--- src/design/palette_run_sprite_decoder_assert.svh ---
// ---------------------------------------------------------------------------
// Palette run sprite decoder assertion macros
// Concurrent check macros, compiled out when ASSERT_OFF is defined.
// ---------------------------------------------------------------------------
`ifndef PALETTE_RUN_SPRITE_DECODER_ASSERT_SVH
`define PALETTE_RUN_SPRITE_DECODER_ASSERT_SVH

`ifndef ASSERT_OFF
`define PRSD_ASSERT_SAME(lbl, clk, rst_n, ante, cons, msg) \
    lbl: assert property (@(posedge clk) disable iff (!rst_n) (ante) |-> (cons)) \
        else $error(msg);
`define PRSD_ASSERT_NEXT(lbl, clk, rst_n, ante, cons, msg) \
    lbl: assert property (@(posedge clk) disable iff (!rst_n) (ante) |=> (cons)) \
        else $error(msg);
`else
`define PRSD_ASSERT_SAME(lbl, clk, rst_n, ante, cons, msg)
`define PRSD_ASSERT_NEXT(lbl, clk, rst_n, ante, cons, msg)
`endif

`endif

--- src/design/prsd_pkg.sv ---
// ---------------------------------------------------------------------------
// Palette run sprite decoder package
// Shared types and constants of the sprite frame decoder.
// ---------------------------------------------------------------------------
package prsd_pkg;

    localparam int PAL_ENTRIES_DEF = 256;
    localparam int CUR_X_W = 13;

    localparam logic [31:0] END_WORD = 32'h7FFF_7FFF;
    localparam logic [9:0] MAX_DIM_RESET = 10'd800;

    typedef enum logic [2:0] {
        PH_IDLE    = 3'd0,
        PH_PALETTE = 3'd1,
        PH_SIZES   = 3'd2,
        PH_RUNWORD = 3'd3,
        PH_RUNPIX  = 3'd4
    } t_phase;

    typedef enum logic [1:0] {
        KIND_PIXEL    = 2'd0,
        KIND_DONE     = 2'd1,
        KIND_BAD_SIZE = 2'd2
    } t_kind;

endpackage

--- src/design/palette_run_sprite_decoder.sv ---
// ---------------------------------------------------------------------------
// Palette run sprite decoder
// Parses a sprite frame byte stream (palette, header, pixel runs) and
// emits one pixel, frame-done or bad-size beat per byte at most.
// ---------------------------------------------------------------------------
//  channel  | direction | handshake              | payload
//  ---------+-----------+------------------------+--------------------------------
//  input    | in        | i_valid / o_stall      | data_byte, frame_start, buffer_end
//  result   | out       | o_valid / i_stall      | kind, pixel_x, pixel_y, color
//  config   | in        | i_cfg_valid / o_cfg_ready | max_dimension
//
//  One byte per cycle while o_stall is low; the parse step and palette read
//  register each result in stage 1, then it moves to the output register and waits there.
//  Throughput is one byte a cycle while o_stall is low; the palette has one write and one read port.
//  Reset is synchronous; no clearing pass, the palette is rewritten per frame.
//  o_stall rises only while both result stages hold beats and i_stall is high.
// ---------------------------------------------------------------------------
`include "palette_run_sprite_decoder_assert.svh"

module palette_run_sprite_decoder #(
    parameter int PALETTE_ENTRIES = prsd_pkg::PAL_ENTRIES_DEF
) (
    input  logic        i_clk,
    input  logic        i_rst_n,
    input  logic        i_valid,
    output logic        o_stall,
    input  logic [7:0]  i_data_byte,
    input  logic        i_frame_start,
    input  logic        i_buffer_end,
    output logic        o_valid,
    input  logic        i_stall,
    output logic [1:0]  o_kind,
    output logic [9:0]  o_pixel_x,
    output logic [9:0]  o_pixel_y,
    output logic [15:0] o_color,
    input  logic        i_cfg_valid,
    output logic        o_cfg_ready,
    input  logic [9:0]  i_cfg_data
);

    localparam int PAL_AW = (PALETTE_ENTRIES > 1) ? $clog2(PALETTE_ENTRIES) : 1;
    localparam int CNT_W  = (PAL_AW + 1 > 3) ? PAL_AW + 1 : 3;
    localparam int XW     = prsd_pkg::CUR_X_W;

    logic [15:0] r_pal [PALETTE_ENTRIES];
    logic [15:0] r_rd;

    logic [9:0]  r_max;
    prsd_pkg::t_phase r_phase, n_phase;
    logic [CNT_W-1:0] r_cnt, n_cnt;
    logic [7:0]  r_lo, n_lo;
    logic [15:0] r_cx, n_cx, r_cy, n_cy, r_w, n_w, r_h, n_h;
    logic [23:0] r_hdr, n_hdr;
    logic [11:0] r_run_left, n_run_left;
    logic [XW-1:0] r_cur_x, n_cur_x;
    logic [9:0]  r_cur_y, n_cur_y;
    logic        r_visible, n_visible;

    logic        r_s1_valid, r_s1_idx_ok;
    prsd_pkg::t_kind r_s1_kind;
    logic [9:0]  r_s1_x, r_s1_y;

    logic        r_out_valid;
    prsd_pkg::t_kind r_out_kind;
    logic [9:0]  r_out_x, r_out_y;
    logic [15:0] r_out_color;

    logic        acc, out_free, s1_adv, s1_free;
    logic        res_valid, res_idx_ok;
    prsd_pkg::t_kind res_kind;
    logic [9:0]  res_x, res_y;
    logic        wr_en;
    logic [PAL_AW-1:0] wr_addr;
    prsd_pkg::t_phase ph;
    logic [CNT_W-1:0] cnt;
    logic [31:0] word;
    logic [15:0] h_new;
    logic signed [16:0] run_x;
    logic signed [17:0] run_y;
    logic        w_ok, h_ok;
    logic        chk_full, chk_status, chk_clear, chk_bad, chk_idle, chk_end, chk_rest;

    assign out_free    = !r_out_valid || !i_stall;
    assign s1_adv      = r_s1_valid && out_free;
    assign s1_free     = !r_s1_valid || out_free;
    assign o_stall     = !s1_free;
    assign acc         = i_valid && s1_free;
    assign o_cfg_ready = 1'b1;

    assign ph    = i_frame_start ? prsd_pkg::PH_PALETTE : r_phase;
    assign cnt   = i_frame_start ? '0 : r_cnt;
    assign word  = {i_data_byte, r_hdr};
    assign h_new = {i_data_byte, r_h[7:0]};
    assign run_x = $signed({{7{word[31]}}, word[31:22]}) + $signed({r_cx[15], r_cx});
    assign run_y = $signed({{8{word[21]}}, word[21:12]}) + $signed({{2{r_cy[15]}}, r_cy})
                 + $signed({{2{r_h[15]}}, r_h});
    assign w_ok  = (r_w[15:10] == 6'd0) && (r_w[9:0] != 10'd0) && (r_w[9:0] <= r_max);
    assign h_ok  = (h_new[15:10] == 6'd0) && (h_new[9:0] != 10'd0) && (h_new[9:0] <= r_max);
    assign wr_addr = cnt[PAL_AW:1];

    always_comb begin
        n_phase    = r_phase;
        n_cnt      = r_cnt;
        n_lo       = r_lo;
        n_cx       = r_cx;
        n_cy       = r_cy;
        n_w        = r_w;
        n_h        = r_h;
        n_hdr      = r_hdr;
        n_run_left = r_run_left;
        n_cur_x    = r_cur_x;
        n_cur_y    = r_cur_y;
        n_visible  = r_visible;
        res_valid  = 1'b0;
        res_kind   = prsd_pkg::KIND_DONE;
        res_x      = '0;
        res_y      = '0;
        res_idx_ok = 1'b0;
        wr_en      = 1'b0;
        if (acc && ph != prsd_pkg::PH_IDLE) begin
            n_phase = ph;
            n_cnt   = cnt + CNT_W'(1);
            case (ph)
                prsd_pkg::PH_PALETTE: begin
                    if (cnt[0]) begin
                        wr_en = 1'b1;
                    end else begin
                        n_lo = i_data_byte;
                    end
                    if (cnt == CNT_W'(2 * PALETTE_ENTRIES - 1)) begin
                        n_phase = prsd_pkg::PH_SIZES;
                        n_cnt   = '0;
                    end
                end
                prsd_pkg::PH_SIZES: begin
                    case (cnt[2:1])
                        2'd0: begin
                            if (cnt[0]) n_cx[15:8] = i_data_byte;
                            else        n_cx[7:0]  = i_data_byte;
                        end
                        2'd1: begin
                            if (cnt[0]) n_cy[15:8] = i_data_byte;
                            else        n_cy[7:0]  = i_data_byte;
                        end
                        2'd2: begin
                            if (cnt[0]) n_w[15:8] = i_data_byte;
                            else        n_w[7:0]  = i_data_byte;
                        end
                        default: begin
                            if (cnt[0]) n_h[15:8] = i_data_byte;
                            else        n_h[7:0]  = i_data_byte;
                        end
                    endcase
                    if (cnt == CNT_W'(7)) begin
                        n_cnt = '0;
                        if (w_ok && h_ok) begin
                            n_phase = prsd_pkg::PH_RUNWORD;
                        end else begin
                            n_phase   = prsd_pkg::PH_IDLE;
                            res_valid = 1'b1;
                            res_kind  = prsd_pkg::KIND_BAD_SIZE;
                        end
                    end
                end
                prsd_pkg::PH_RUNWORD: begin
                    case (cnt[1:0])
                        2'd0:    n_hdr[7:0]   = i_data_byte;
                        2'd1:    n_hdr[15:8]  = i_data_byte;
                        default: n_hdr[23:16] = i_data_byte;
                    endcase
                    if (cnt == CNT_W'(3)) begin
                        n_cnt = '0;
                        if (word == prsd_pkg::END_WORD) begin
                            n_phase   = prsd_pkg::PH_IDLE;
                            res_valid = 1'b1;
                            res_kind  = prsd_pkg::KIND_DONE;
                        end else begin
                            n_run_left = word[11:0];
                            n_visible  = !run_x[16] && !run_y[17]
                                       && (run_x[15:0] < r_w)
                                       && (run_y[16:0] < {1'b0, r_h});
                            n_cur_x    = run_x[XW-1:0];
                            n_cur_y    = run_y[9:0];
                            if (word[11:0] != 12'd0) begin
                                n_phase = prsd_pkg::PH_RUNPIX;
                            end
                        end
                    end
                end
                prsd_pkg::PH_RUNPIX: begin
                    n_cnt = r_cnt;
                    if (r_visible && ({{(16-XW){1'b0}}, r_cur_x} < r_w)) begin
                        res_valid  = 1'b1;
                        res_kind   = prsd_pkg::KIND_PIXEL;
                        res_x      = r_cur_x[9:0];
                        res_y      = r_cur_y;
                        res_idx_ok = ({1'b0, i_data_byte} < 9'(PALETTE_ENTRIES));
                    end
                    n_cur_x    = r_cur_x + XW'(1);
                    n_run_left = r_run_left - 12'd1;
                    if (r_run_left == 12'd1) begin
                        n_phase = prsd_pkg::PH_RUNWORD;
                        n_cnt   = '0;
                    end
                end
                default: begin
                    n_phase = prsd_pkg::PH_IDLE;
                end
            endcase
            if (i_buffer_end) begin
                n_phase = prsd_pkg::PH_IDLE;
                n_cnt   = '0;
                if (!res_valid) begin
                    res_valid = 1'b1;
                    res_kind  = prsd_pkg::KIND_DONE;
                end
            end
        end
    end

    always_ff @(posedge i_clk) begin
        if (wr_en) begin
            r_pal[wr_addr] <= {i_data_byte, r_lo};
        end
        if (acc) begin
            r_rd <= r_pal[i_data_byte[PAL_AW-1:0]];
        end
    end

    always_ff @(posedge i_clk) begin
        if (!i_rst_n) begin
            r_max   <= prsd_pkg::MAX_DIM_RESET;
            r_phase <= prsd_pkg::PH_IDLE;
            r_cnt   <= '0;
        end else begin
            if (i_cfg_valid && o_cfg_ready) begin
                r_max <= i_cfg_data;
            end
            r_phase <= n_phase;
            r_cnt   <= n_cnt;
        end
    end

    always_ff @(posedge i_clk) begin
        r_lo       <= n_lo;
        r_cx       <= n_cx;
        r_cy       <= n_cy;
        r_w        <= n_w;
        r_h        <= n_h;
        r_hdr      <= n_hdr;
        r_run_left <= n_run_left;
        r_cur_x    <= n_cur_x;
        r_cur_y    <= n_cur_y;
        r_visible  <= n_visible;
    end

    always_ff @(posedge i_clk) begin
        if (!i_rst_n) begin
            r_s1_valid  <= 1'b0;
            r_out_valid <= 1'b0;
        end else begin
            if (acc && res_valid) begin
                r_s1_valid <= 1'b1;
            end else if (s1_adv) begin
                r_s1_valid <= 1'b0;
            end
            if (s1_adv) begin
                r_out_valid <= 1'b1;
            end else if (r_out_valid && !i_stall) begin
                r_out_valid <= 1'b0;
            end
        end
    end

    always_ff @(posedge i_clk) begin
        if (acc && res_valid) begin
            r_s1_kind   <= res_kind;
            r_s1_x      <= res_x;
            r_s1_y      <= res_y;
            r_s1_idx_ok <= res_idx_ok;
        end
        if (s1_adv) begin
            r_out_kind  <= r_s1_kind;
            r_out_x     <= r_s1_x;
            r_out_y     <= r_s1_y;
            r_out_color <= r_s1_idx_ok ? r_rd : 16'd0;
        end
    end

    assign o_valid   = r_out_valid;
    assign o_kind    = r_out_kind;
    assign o_pixel_x = r_out_x;
    assign o_pixel_y = r_out_y;
    assign o_color   = r_out_color;

    assign chk_full   = r_s1_valid && r_out_valid;
    assign chk_status = o_valid && (o_kind != prsd_pkg::KIND_PIXEL);
    assign chk_clear  = (o_pixel_x == 10'd0) && (o_pixel_y == 10'd0) && (o_color == 16'd0);
    assign chk_bad    = acc && res_valid && (res_kind == prsd_pkg::KIND_BAD_SIZE);
    assign chk_idle   = (r_phase == prsd_pkg::PH_IDLE);
    assign chk_end    = acc && i_buffer_end;
    assign chk_rest   = chk_idle && (r_cnt == '0);

    `PRSD_ASSERT_SAME(a_stall_needs_full, i_clk, i_rst_n, o_stall, chk_full, "stall while free")
    `PRSD_ASSERT_SAME(a_status_zero, i_clk, i_rst_n, chk_status, chk_clear, "status not clear")
    `PRSD_ASSERT_NEXT(a_bad_size_idle, i_clk, i_rst_n, chk_bad, chk_idle, "busy after bad size")
    `PRSD_ASSERT_NEXT(a_end_idle, i_clk, i_rst_n, chk_end, chk_rest, "busy after buffer end")

endmodule
--- config.mk ---
export PLATFORM = sky130hd
export DESIGN_NAME = palette_run_sprite_decoder
export DESIGN_NICKNAME = d
export VERILOG_FILES = /design/src/design/prsd_pkg.sv /design/src/design/palette_run_sprite_decoder.sv
export VERILOG_INCLUDE_DIRS = /design/src /design/src/design
export SDC_FILE = /design/constraint.sdc
export NUM_CORES = 2
export LEC_CHECK = 0
export ABC_CLOCK_PERIOD_IN_PS = 3700
export BUFFER_PORTS_ARGS = -buffer_cell sky130_fd_sc_hd__buf_4
export CAP_MARGIN = 20
export CORE_UTILIZATION = 35
export CTS_BUF_LIST = sky130_fd_sc_hd__clkbuf_16
export CTS_CLUSTER_SIZE = 16
export DETAILED_ROUTE_END_ITERATION = 10
export PLACE_DENSITY = 0.55
export SYNTH_ARGS = -nofsm -noshare
export SYNTH_HDL_FRONTEND = slang
export SYNTH_SLANG_ARGS = --single-unit
--- constraint.sdc ---
create_clock -name i_clk -period 3.7 [get_ports i_clk]
set_clock_uncertainty 0.05 [all_clocks]
set_input_delay 0.185 -clock i_clk [delete_from_list [all_inputs] [get_ports i_clk]]
set_output_delay 0.185 -clock i_clk [all_outputs]
set_load 0.03 [all_outputs]
# Yosys cells after proc, flatten, opt, wreduce, memory -nomap -nowiden
# Memory sizes are Yosys's and may differ from the RTL's. A register that Yosys moved wholly into a read port is not among the register bits.
# Cells that the tools add are included.
[word_totals]
out_inout_bits = 41
memories = 1
mem_bits_rw = 4096
regBits = 217
[mem_list]
columns = ["memory", "depth", "word_bits", "rd", "rd_ports_with_merged_regs", "wr", "line_no", "rtl"]
rows = [
  ["r_pal", 256, 16, 1, 1, 1, "palette_run_sprite_decoder.sv:45", "logic [15:0] r_pal [PALETTE_ENTRIES];"],
]
[classes]
bitwise = 4
n_lt_le_gt_ge = 5
n_mux = 47
n_addsub = 6
n_eq_ne = 15
n_reduce_logical = 52
[ops]
columns = ["op", "count"]
rows = [
  ["$mux W9", 6],
  ["$reduce_and A4 Y1", 10],
  ["$pmux W9 S4", 1],
  ["$add A10 B16 Y17", 2],
  ["$eq A32 B31 Y1 const B", 1],
  ["$mux W13", 2],
  ["$pmux W13 S2", 1],
  ["$mux W12", 2],
  ["$mux W3", 8],
  ["$pmux W12 S2", 1],
  ["$le A10 B10 Y1", 2],
  ["$reduce_bool A10 Y1", 2],
  ["$add A17 B16 Y18", 1],
  ["$mux W1", 18],
  ["$lt A17 B16 Y1", 1],
  ["$lt A13 B16 Y1", 1],
  ["$lt A16 B16 Y1", 1],
  ["$reduce_and A3 Y1", 5],
  ["$logic_and A1 B1 Y1", 14],
  ["$add A13 B1 Y13 const B", 1],
  ["$eq A12 B1 Y1 const B", 1],
  ["$logic_not A6 Y1", 2],
  ["$pmux W3 S4", 1],
  ["$reduce_bool A12 Y1", 1],
  ["24 further kinds", 44],
]

# Logic depth before layout (Yosys ltp)
[depth]
depth_word = 12
depth_mapped = 18

# Least setup slack after synthesis
# OpenSTA, ideal clock, no wires.
[synth_path]
path_kind = "reg2reg"
start = "reg r_lo[0]"
end = "mem r_pal[0][0] (data pin)"
t_arrival_ns = 3.228
required_time_ns = 2.833
stages_incl_launch_ff = 1
setup_slack_ns = -0.396
synth_period_minus_slack_ns = 4.096
path_buffers = 0
cell_sequence = "edfxtp_1"
[synth_rtl]
columns = ["item", "line_no", "rtl"]
rows = [
  ["from (decl)", "palette_run_sprite_decoder.sv:51", "logic [7:0] r_lo, n_lo;"],
  ["from (signal assigned)", "palette_run_sprite_decoder.sv:245", "r_lo <= n_lo;"],
  ["to (decl)", "palette_run_sprite_decoder.sv:45", ""],
]
# No word-level cell before the write port.

# Final worst setup path
[layout_path]
start = "reg r_hdr[13]"
end = "reg r_visible (data pin)"
[layout_between]
elab_chain_cells = 6
[layout_rtl]
columns = ["item", "line_no", "rtl"]
rows = [
  ["from (decl)", "palette_run_sprite_decoder.sv:53", "logic [23:0] r_hdr, n_hdr;"],
  ["from (signal assigned)", "palette_run_sprite_decoder.sv:250", "r_hdr <= n_hdr;"],
  ["$add A10 B16 Y17 (*)", "palette_run_sprite_decoder.sv:95", "assign run_y = $signed({{8{word[21]}}, word[21:12]}) + $signed({{2{r_cy[15]}}, r_cy})"],
  ["$add A17 B16 Y18 (*)", "palette_run_sprite_decoder.sv:96", "+ $signed({{2{r_h[15]}}, r_h});"],
  ["branches (longest 3 deep; another with $lt A17 B16 Y1)", "n/a", ""],
  ["$logic_and A1 B1 Y1 (*)", "palette_run_sprite_decoder.sv:181", "&& (run_y[16:0] < {1'b0, r_h});"],
  ["to (signal assigned)", "palette_run_sprite_decoder.sv:254", "r_visible <= n_visible;"],
  ["to (decl)", "palette_run_sprite_decoder.sv:57", "logic r_visible, n_visible;"],
]
# Mark *: on every way between the ends.
# A chain may end at the register's enable or synchronous reset.

==> parameters.txt <==
Parameter                              Value

Final layout
  Most used cells in the layout excluding fill and tap cells    sky130_fd_sc_hd__edfxtp_1 (4305), sky130_fd_sc_hd__mux4_2 (1013), sky130_fd_sc_hd__buf_4 (925), sky130_fd_sc_hd__clkbuf_16 (442), sky130_fd_sc_hd__mux2i_1 (299)
  Total area of sequential cells    130000 um^2
  Layout cells sized above 1    0.308
  Filler instances    41900
  Most frequent standard cell in the layout excluding fill and tap cells    sky130_fd_sc_hd__edfxtp_1
  End-of-flow core utilization    0.415
  Footprint of the multi-input gates    37800 um^2
  Nets@finish    9301
  Synth-to-Final Area Change    18.2%

CTS
  Num CTS Buffers    440
  Clock tree from TritonCTS    yes
  Worst skew pair latency    1000 ps
  Clock-pin transition on the worst setup and hold timing paths    60 ps
  H-tree levels    5
  CTS root buf    sky130_fd_sc_hd__clkbuf_16
  Maximum clock path buffer count    4
  Number of sinks on the clock net    4329

GRT
  Total GRT Usage    0.193
  Largest net degree at the start of global routing    193
  Number of antenna violations at the first check in global routing    24
  Global-route wire length before repair    677000 um
  Global route overflow    0
  Vias in the first global route    88100

Job
  Max capacitance violation total    0

Yosys
  Number of nets in the synthesized netlist    8158
  Flip-flop and latch count after synthesis    4329
  Yosys warning total    0
  Share of the synthesized area in the top cell type    0.763
  Sequential area share after synthesis    0.766
  Synth Flop Type    sky130_fd_sc_hd__edfxtp_1
  Summed instance area of the synthesized netlist    169000 um^2
  Synth top area cells    sky130_fd_sc_hd__edfxtp_1 (76%), sky130_fd_sc_hd__mux4_2 (13%), sky130_fd_sc_hd__mux2i_1 (1.8%)
  Average instance area after synthesis    21.1 um^2
  Post-synthesis cell type count    76
  Most area-hungry cell type in the Yosys netlist    sky130_fd_sc_hd__edfxtp_1
  Post-synth ARST share    0
  Number of enable-type register cells in the synthesized netlist    4305
  Mapped Cells    8014

Detailed routing
  Average routed wire per standard cell    30.1 um
  Mean number of vias per cell    5.47
  Pre-Repair DR Iteration Count    6
  DR vias    87200
  Number of nets with antenna violations after routing    0
  Initial detailed-routing violation count    10200
  Total routed wirelength    480000 um
  Post-route DRC    0

Setup path
  CP max stage delay    490 ps
  Kind of critical path    flip-flop to flip-flop
  Required time worst endpoint    4520 ps
  CP max stage cell    sky130_fd_sc_hd__fa_1
  Type of origin of the critical path    flip-flop
  Data arrival, critical path    4830 ps
  Cell family with the largest share of critical-path delay    compound AO/OA/AOI/OAI gates
  Crit path from    r_hdr[13]$_DFFE_PP_
  WP buf/inv    1
  Startpoint of the lowest-slack register-to-register path    r_hdr[13]$_DFFE_PP_
  Maximum net fanout on the critical path    2
  Worst Setup End Kind    flip-flop
  Cell Chain, Critical Path    fa_1 > ha_2 > fa_2 > a211oi_4 > nor2_2 > o211ai_1 > buf_4 > a31oi_4 > a21oi_2 > xnor2_1 > ha_1 > a2111oi_2 > o21ai_1 > a211o_1 > a211oi_2 > and3_1

Timing
  Final hold violations    0
  Worst-case hold slack    78.2 ps
  Setup slack of the critical path after layout    -311 ps
  Relative slew slack    0.153
  Total setup violations reported at the end of the flow    1
  Total negative slack    -311 ps
  Highest attainable clock frequency    0.249 GHz
  Unrepaired setup endpoints after global routing    true
  Final critical path time including I/O delays and setup    4010 ps
  Actual transition at the worst max-transition pin    1270 ps
  Tcrit/Tclk final    1.08
  Max Slew Vio Count    0

Outcome
  Failing checks    negative setup slack
  Outcome    finished, violations left

Placed design
  Final HPWL from detailed placement    298000 um
  # port buffers    64
  Worst setup timing slack at the placement stage    -745 ps
  Weighted congestion at the end of routability-driven global placement    0.829

Floorplanning
  Chip Width    698 um
  Chip height    698 um
  Starting density of the core    0.352
  Area of the core region    482000 um^2
  Count of pins on the block boundary    66
  Area enclosed by the die boundary    487000 um^2
  Number of placement rows    255

Power
  Power Dens Cells    510 nW/um^2
  Leakage    0.0649 uW
  Maximum vdd ir drop    0.458 mV
  Overall power consumption    102000 uW

Min path
  Hold WC Path Type    input pin to flip-flop
  Startpoint of the worst hold path    i_data_byte[7]
## repair_timing
item                       CTS  global route
pin swaps                   13             3
buffers inserted             5             0
setup endpoints to repair    1             7
hold endpoints to repair   801             0
hold buffers                62             0
resized for setup           12             7
gates cloned                 0             0
## per-stage QoR
stage	instances	instance area [um^2]
CTS	15900	200000
finish	15900	200000
detailed placement	15100	186000
global placement	15100	186000
global route	15900	200000
floorplan	8014	169000
## cells in the mapped netlist, types with 9 or more instances
master	instances
sky130_fd_sc_hd__o211ai_1	23
sky130_fd_sc_hd__nand4_1	24
sky130_fd_sc_hd__buf_6	21
sky130_fd_sc_hd__xnor2_1	29
sky130_fd_sc_hd__and2_1	26
sky130_fd_sc_hd__mux2i_1	299
sky130_fd_sc_hd__mux2_2	25
sky130_fd_sc_hd__dfxtp_1	24
sky130_fd_sc_hd__o21ai_0	92
sky130_fd_sc_hd__clkbuf_1	174
sky130_fd_sc_hd__inv_1	72
sky130_fd_sc_hd__a31oi_1	23
sky130_fd_sc_hd__a21o_1	23
sky130_fd_sc_hd__mux4_2	1013
sky130_fd_sc_hd__o31ai_1	9
sky130_fd_sc_hd__fa_1	18
sky130_fd_sc_hd__ha_1	101
sky130_fd_sc_hd__a21oi_1	138
sky130_fd_sc_hd__nor3b_1	22
sky130_fd_sc_hd__nand2_1	307
sky130_fd_sc_hd__nand3_1	49
sky130_fd_sc_hd__or2_2	13
sky130_fd_sc_hd__a211o_1	20
sky130_fd_sc_hd__edfxtp_1	4305
sky130_fd_sc_hd__a22o_1	10
sky130_fd_sc_hd__a221oi_1	49
sky130_fd_sc_hd__a211oi_1	34
sky130_fd_sc_hd__nor4_1	22
sky130_fd_sc_hd__xor2_1	12
sky130_fd_sc_hd__nor2_1	394
sky130_fd_sc_hd__or3_1	9
sky130_fd_sc_hd__nor3_1	56
sky130_fd_sc_hd__buf_4	70
sky130_fd_sc_hd__o221ai_1	85
sky130_fd_sc_hd__a2111oi_0	17
sky130_fd_sc_hd__and3_1	14
sky130_fd_sc_hd__nor2b_1	19
sky130_fd_sc_hd__buf_1	35
sky130_fd_sc_hd__nand2b_1	20
sky130_fd_sc_hd__o22ai_1	61
sky130_fd_sc_hd__a22oi_1	37
sky130_fd_sc_hd__buf_2	134
## sequential cells by signal, summed over array words and instances, names as in the netlist, 3 cells and up
| register | flops |
|---|---|
| r_cnt | 9 |
| r_w | 16 |
| r_cur_x | 13 |
| r_run_left | 12 |
| r_max | 10 |
| r_cur_y | 10 |
| r_s1_x | 10 |
| o_pixel_y | 10 |
| r_lo | 8 |
| r_h | 16 |
| r_cy | 16 |
| r_hdr | 24 |
| o_color | 16 |
| r_pal | 4096 |
| r_s1_y | 10 |
| o_pixel_x | 10 |
| r_phase | 3 |
| r_rd | 16 |
| r_cx | 16 |
## worst paths after layout
| check | endpoint | slack [ps] | cells after the start |
|---|---|---|---|
| setup / recovery | r_visible$_DFFE_PP_ | -310 | 16 |
| hold reg to reg | o_pixel_y[4]$_DFFE_PP_ | 370 | 0 |
| setup reg to reg | r_visible$_DFFE_PP_ | -310 | 16 |
| hold / removal | r_hdr[15]$_DFFE_PP_ | 80 | 2 |
## kinds of logic (layout without fill, tap and decap cells)
logic type / count (synthesis) / after routing / synth area share
DFF: 4329 / 4329 / 0.766
muxes: 1337 / 1337 / 0.154
and+or+nand+nor: 997 / 997 / 0.0261
AOI/OAI and AO/OA: 682 / 682 / 0.0278
buffers and inverters: 508 / 2008 / 0.0147
adders and majority gates: 119 / 119 / 0.00958
xor gates and xnor gates: 41 / 41 / 0.00212
other: 1 / 11 / 0.0000221
## area by class of cell
class | instances | share of cell area
repair buffers | 1135 | 0.0524
flip-flops and latches | 4329 | 0.648
clock inverters | 357 | 0.0139
diodes | 10 | 0.000125
multi-input cells | 3177 | 0.189
inverters | 74 | 0.00143
clock buffers | 442 | 0.0552
well taps | 6425 | 0.0401
## where the power goes
| part | internal (uW) | switching [uW] |
|---|---|---|
| sequential | 53800 | 56.1 |
| combinational | 2110 | 3270 |
| clock | 23900 | 18900 |
| total | 79800 | 22200 |
## metal layers
metal	up-vias	routed length, um	GRT usage
li1	35900	-	-
met1	47300	203000	0.272
met2	3436	229000	0.311
met3	627	34600	0.0315
met4	2	13500	0.0514
met5	-	7	0
No activity file was read; power rests on OpenSTA's default activity.
